===== src/rtl/core/matrix_stack_transform_engine_defines.svh =====
// Assertion macros shared by the matrix stack engine RTL.
// No dependencies.
`ifndef MATRIX_STACK_TRANSFORM_ENGINE_DEFINES_SVH
`define MATRIX_STACK_TRANSFORM_ENGINE_DEFINES_SVH
// Clocked implication check, disabled in reset.
`define MSTE_ASSERT(label, ante, cons, msg) \
  label: assert property (@(posedge clk) disable iff (!rst_n) (ante) |-> (cons)) \
    else $error(msg);
// Next-cycle implication check, disabled in reset.
`define MSTE_ASSERT_NEXT(label, ante, cons, msg) \
  label: assert property (@(posedge clk) disable iff (!rst_n) (ante) |=> (cons)) \
    else $error(msg);
`endif


===== src/rtl/core/mste_pkg.sv =====
// Package for the matrix stack transform engine: sizes, opcodes, fixed-point helpers.
// No dependencies.
package mste_pkg;
  localparam int StackDepth = 16;
  localparam int TopW = 4;
  localparam logic [2:0] OP_LOAD = 3'd0, OP_ADD = 3'd1, OP_POP1 = 3'd2, OP_POPN = 3'd3,
                         OP_DMA = 3'd4, OP_RESET = 3'd5, OP_INSERT = 3'd6, OP_FORCE = 3'd7;
  localparam logic [31:0] FX_ONE = 32'h0001_0000;

  typedef struct packed {
    logic [1:0]  a_sel;   // 0 staged, 1 modelview entry, 2 projection entry
    logic [1:0]  b_sel;
  } mul_req_t;

  // Round one 32x32 product to 16.16 (floor of (p+0x8000)/65536).
  function automatic logic signed [47:0] fx_round(input logic signed [63:0] p);
    logic signed [63:0] q;
    q = p + 64'sh8000;
    return q[63:16];
  endfunction

  function automatic logic signed [31:0] sat32(input logic signed [49:0] s);
    if (s > 50'sh7FFF_FFFF) return 32'sh7FFF_FFFF;
    if (s < -50'sh8000_0000) return 32'sh8000_0000;
    return s[31:0];
  endfunction

  function automatic logic [31:0] ident(input logic [3:0] i);
    return (i == 4'd0 || i == 4'd5 || i == 4'd10 || i == 4'd15) ? FX_ONE : 32'd0;
  endfunction
endpackage


===== src/rtl/core/mste_mac.sv =====
// Shared multiply-accumulate unit: one signed 32x32 product per cycle,
// registered, then rounded and summed. Depends on mste_pkg.
module mste_mac (
  input  logic                clk,
  input  logic                rst_n,
  input  logic                clr,
  input  logic                en,
  input  logic signed [31:0]  a,
  input  logic signed [31:0]  b,
  input  logic                acc_en,
  output logic signed [31:0]  sum_sat
);
  import mste_pkg::*;
  logic signed [63:0] prod_r;
  logic signed [49:0] acc_r, acc_nxt;
  logic               pv_r;

  // Product register
  always_ff @(posedge clk) begin
    prod_r <= a * b;
    if (!rst_n) pv_r <= 1'b0;
    else pv_r <= en;
  end

  // Accumulate the rounded terms
  always_comb begin
    acc_nxt = acc_r;
    if (clr) acc_nxt = '0;
    else if (acc_en && pv_r) acc_nxt = acc_r + 50'(fx_round(prod_r));
  end
  always_ff @(posedge clk) acc_r <= acc_nxt;
  assign sum_sat = sat32(acc_r);
endmodule


===== config.mk =====
export PLATFORM = sky130hd
export DESIGN_NAME = mste_mac
export DESIGN_NICKNAME = d
export VERILOG_FILES = /design/src/rtl/core/matrix_stack_transform_engine_defines.svh /design/src/rtl/core/mste_pkg.sv /design/src/rtl/core/mste_mac.sv
export SDC_FILE = /design/constraint.sdc
export NUM_CORES = 2
export LEC_CHECK = 0
export ABC_CLOCK_PERIOD_IN_PS = 8550
export BUFFER_PORTS_ARGS = -buffer_cell sky130_fd_sc_hd__buf_2
export CORE_MARGIN = 1
export CORE_UTILIZATION = 60
export CTS_CLUSTER_SIZE = 25
export DETAILED_ROUTE_END_ITERATION = 6
export PLACE_DENSITY = 0.82
export SLEW_MARGIN = 25
export SYNTH_ARGS = -nofsm -noshare
export SYNTH_HDL_FRONTEND = slang
export SYNTH_SLANG_ARGS = --single-unit
export TNS_END_PERCENT = 10

===== constraint.sdc =====
create_clock -name clk -period 8.55 [get_ports clk]
set_clock_uncertainty 0.05 [all_clocks]
set_input_delay 1.71 -clock clk [delete_from_list [all_inputs] [get_ports clk]]
set_output_delay 1.71 -clock clk [all_outputs]
set_load 0.02 [all_outputs]

Yosys cells after proc, flatten, opt, wreduce, memory -nomap -nowiden
Cells that the tools add are included.

Flip-flop bits (word level): 115. Bits of input ports: 69. Output and inout bits: 32. Logic and storage cells: 16.

Add/subtract/negate cells: 2. Multiply operators: 1. $lt $le $gt $ge: 2. Multiplexer cells: 7. Reduce and logical (&&, ||, !) cells: 1.

Operators with widths (number): $mux 32 (4); $add 64x17->64 const B (1); $mul 32x32->64 (1); $add 50x48->50 (1); $gt 50x32->1 const B (1); $lt 50x32->1 const B (1); $mux 1 (3); $logic_and 1x1->1 (1).

Logic depth before layout (Yosys ltp)
Word-level depth: 5. Mapped depth: 32. Depth with buffers taken out: 30.

Worst setup path before layout
No wires, ideal clock.

Kind: input to register. Start: input port a[31]. End: register prod_r[63]. Setup time: 0.121 ns. Arrival: 9.061 ns. Data required time: 8.379 ns. Setup slack: -0.682 ns. Cell stages on the path: 26. Path buffers: 1. Cells stage by stage: clkbuf_1 -> nand2_1 -> inv_1 -> fa_1 -> inv_1 -> fa_1 -> fa_1 -> inv_1 -> fa_1 -> inv_1 -> fa_1 -> inv_1 -> fa_1 -> fa_1 -> inv_1 -> fa_1 -> inv_1 -> ha_1 -> nand4_1 -> or4_1 -> a211o_1 -> and3b_2 -> o21bai_2 -> a21o_1 -> a211oi_2 -> xnor2_1.

Cells in the longest elaborated chain, start to end: 1.

Ends and longest elaborated chain: start: declaration (line mste_mac.sv:8) `input logic signed [31:0] a,`; $mul 32x32->64 (line mste_mac.sv:20) `prod_r <= a * b;`; end signal: assignment (line mste_mac.sv:20); end: declaration (line mste_mac.sv:14) `logic signed [63:0] prod_r;`.

Every way passes these cells. A chain may end at the register's enable or synchronous reset.

Final worst setup path
Start: input port b[9]. End: register prod_r[62].

Cells in the longest elaborated chain, start to end: 1.

Ends and longest elaborated chain: start: declaration (line mste_mac.sv:9) `input logic signed [31:0] b,`; $mul 32x32->64 (line mste_mac.sv:20).

Every way passes these cells.

==> results.toml <==
[setup_path]
cp.required_ps = 8740
arrival_ps = 8910
reg2reg_depth = 21
criticalPathCategory = "in2reg"
startpoint_type = "primary input"
crit_buf_inv = 10
crit_fanout = 8
cpLargestDelayFamily = "adder cells"
crit-reg2reg-launch = "prod_r[24]$_DFF_P_"
critPathCaptureType = "flip-flop"
reg2reg_slack_ps = 3220
crit_path_max_incr_delay_ps = 640
rr_endpoint = "acc_r[49]$_SDFFE_PP0P_"
crit_top_cell = "fa_1"
crit_slowest_cell = "fa_2"

[routing]
antenna_left = 0
drtIter0Drc = 2566
viasPerCell = 5.56
totalWireLength_mm = 111
wl_per_cell_um = 18.9
first_pass_iters = 6
vias = 32500
drcViolationCount = 0

[clock_network]
insertion_delay_ps = 350
clockRootBuffer = "clkbuf_16"
path_clk_slew_ps = 70
htreeDepth = 3
cts.path.max_buffers = 2
cts.sinks = 100
cts_buffers = 9
cts_tree = "done"

[timing]
final_max_slew_viol_count = 0
relSlewSlack = 0.326
finalWorstSetupSlack_ps = -165
period_share = 1.02
period_needed_ps = 8710
finalSetupViolCount = 6
tightest_slew_ps = 1010
fmax_mhz = 115
hold_viol = 0
grt_setup_unrepaired = "true"

[yosys]
seq_area_frac_synth = 0.0476
syn_inst = 4632
syn-num-nets = 6013
synth_top_area_frac = 0.515
yosys_warnings = 0
synthArstFlopShare = 0
yosys_most_used_dff = "dfxtp_1"
yosysTopAreaCell = "fa_1"
postSynthAreaPerCell_um2 = 9.09
synth_cell_types = 81
syn_area_um2 = 42100
synth_area_leaders = "fa_1, inv_1, and2_1"
ys_ff_latch = 100
synth_edf_count = 0

[final_layout]
syn_to_final_growth_pct = 11.8
final_nets = 6294
fin_area_um2 = 47100
drive_gt1_frac = 0.127

[placement]
routabilityCongestion = 0.962
hpwlAfterDp_mm = 95.0
place_area_um2 = 46200
io_buffers = 100
dp_slack_ps = -764

[global_route]
grt_max_degree = 53
grt_pass1_wl_mm = 182
antenna_found_initial = 3
gr-usage-all-layers = 0.325
grt_pass1_vias = 35400
overflow = 0

[outcome]
outcome = "finished, violations left"
violations = "negative setup slack"

[min_path]
hold_path_class = "reg2reg"
holdPathEnd = "acc_r[0]$_SDFFE_PP0P_"
min_from = "acc_r[0]$_SDFFE_PP0P_"
min_path_cells = 2

[floorplanning]
design.core.area_um2 = 68900
die-height_um = 267
initial_core_util = 0.610
die_area_um2 = 71200
num_io_pins = 101
die_w_um = 267
row_count = 96

[job]
cap_violations = 0
layout make-up:
type / instances / area [um^2]
Timing Repair Buffer: 502 / 4010
Inverter: 1018 / 3820
Antenna cell: 1 / 2.50
Clock inverter: 7 / 60.1
Sequential cell: 100 / 2000
Fill cell: 5056 / 21900
Clock buffer: 9 / 225
Multi-Input combinational cell: 3282 / 35800
Tap cell: 931 / 1160
per-stage QoR:
| stage | hold slack (ps) | util | cells | setup TNS (ps) |
|---|---|---|---|---|
| floorplan | 400 | - | 4632 | -620 |
| global placement | 417 | 0.670 | 5821 | -8400 |
| detailed placement | 419 | 0.670 | 5821 | -13970 |
| CTS | 430 | 0.677 | 5839 | -251 |
| global route | 451 | 0.683 | 5850 | -3650 |
| finish | 431 | 0.683 | 5850 | -589 |
state kept, by name (all words and copies together) (netlist names):
signal / flops
acc_r: 50
prod_r: 49
pv_r: 1
cells in the mapped netlist, types with 5 or more instances:
library cell and number:
nand2_1 646, nor2b_1 7, nand2b_1 20, a21o_1 42
dfxtp_1 100, buf_2 6, a211oi_1 17, o211ai_1 7
o21bai_1 14, ha_1 230, nor3_1 11, a211o_1 6
nand3_1 34, o21ai_0 52, xor2_1 50, inv_1 1017
and3_1 17, clkbuf_1 221, nand4_1 28, and4_1 11
nor2_1 160, a31oi_1 5, and2_1 493, o21a_1 15
fa_1 1082, a21oi_1 142, xnor2_1 102, nor4_1 6
logic make-up after synthesis:
group | count (synthesis) | synth area share
simple gates | 1456 | 0.169
fa+ha+maj | 1312 | 0.583
buf+inv | 1250 | 0.112
compound gates | 361 | 0.0567
xor+xnor | 153 | 0.0320
flops | 100 | 0.0476
metal layers:
metal / wire, um / vias up / global-route usage
met5: 10 / - / 0
met4: 3990 / 2 / 0.106
met3: 10200 / 304 / 0.0587
met2: 52800 / 1628 / 0.537
met1: 43900 / 16400 / 0.437
li1: - / 14200 / -
worst min-delay path: cells and delay by family (launching register included):
family | cells | cell delay, ps
and+or+nand+nor | 1 | 60
AOI/OAI and AO/OA | 1 | 50
DFF | 1 | 330
cell usage in the layout (no fill, tap or decap), types with 16 or more instances in the layout:
cell type and n:
xor2_1 50, buf_2 70, xnor2_1 102, a21o_1 42, buf_12 25, nand3_1 33, and3_1 16, a21oi_1 134
fa_1 1064, buf_6 23, ha_1 216, nand2_1 642, o21ai_0 45, nand4_1 28, nor2_1 158, nand2b_1 20
dfxtp_1 100, and2_1 492, fa_2 18, buf_4 371, inv_1 1010
what timing repair did:
item	4_1_cts	5_1_grt
hold buffers	0	0
endpoints found under the setup margin	18	27
pin swaps	16	39
buffers inserted	2	10
gates resized for setup	43	78
worst max path at each step:
stage | start | endpoint | slack [ps] | cells past startpoint
after floorplan | b[5] | prod_r[63]$_DFF_P_ | -150 | 24
after global placement | b[2] | prod_r[63]$_DFF_P_ | -560 | 26
after detailed placement | a[15] | prod_r[63]$_DFF_P_ | -760 | 27
final | b[9] | prod_r[62]$_DFF_P_ | -160 | 28
after CTS | a[16] | prod_r[63]$_DFF_P_ | -110 | 25
after global routing | b[9] | prod_r[62]$_DFF_P_ | -360 | 28
Power is left out: the tool's default activity adds up to more than one toggle a clock period on the data nets, which glitch-free logic cannot reach.
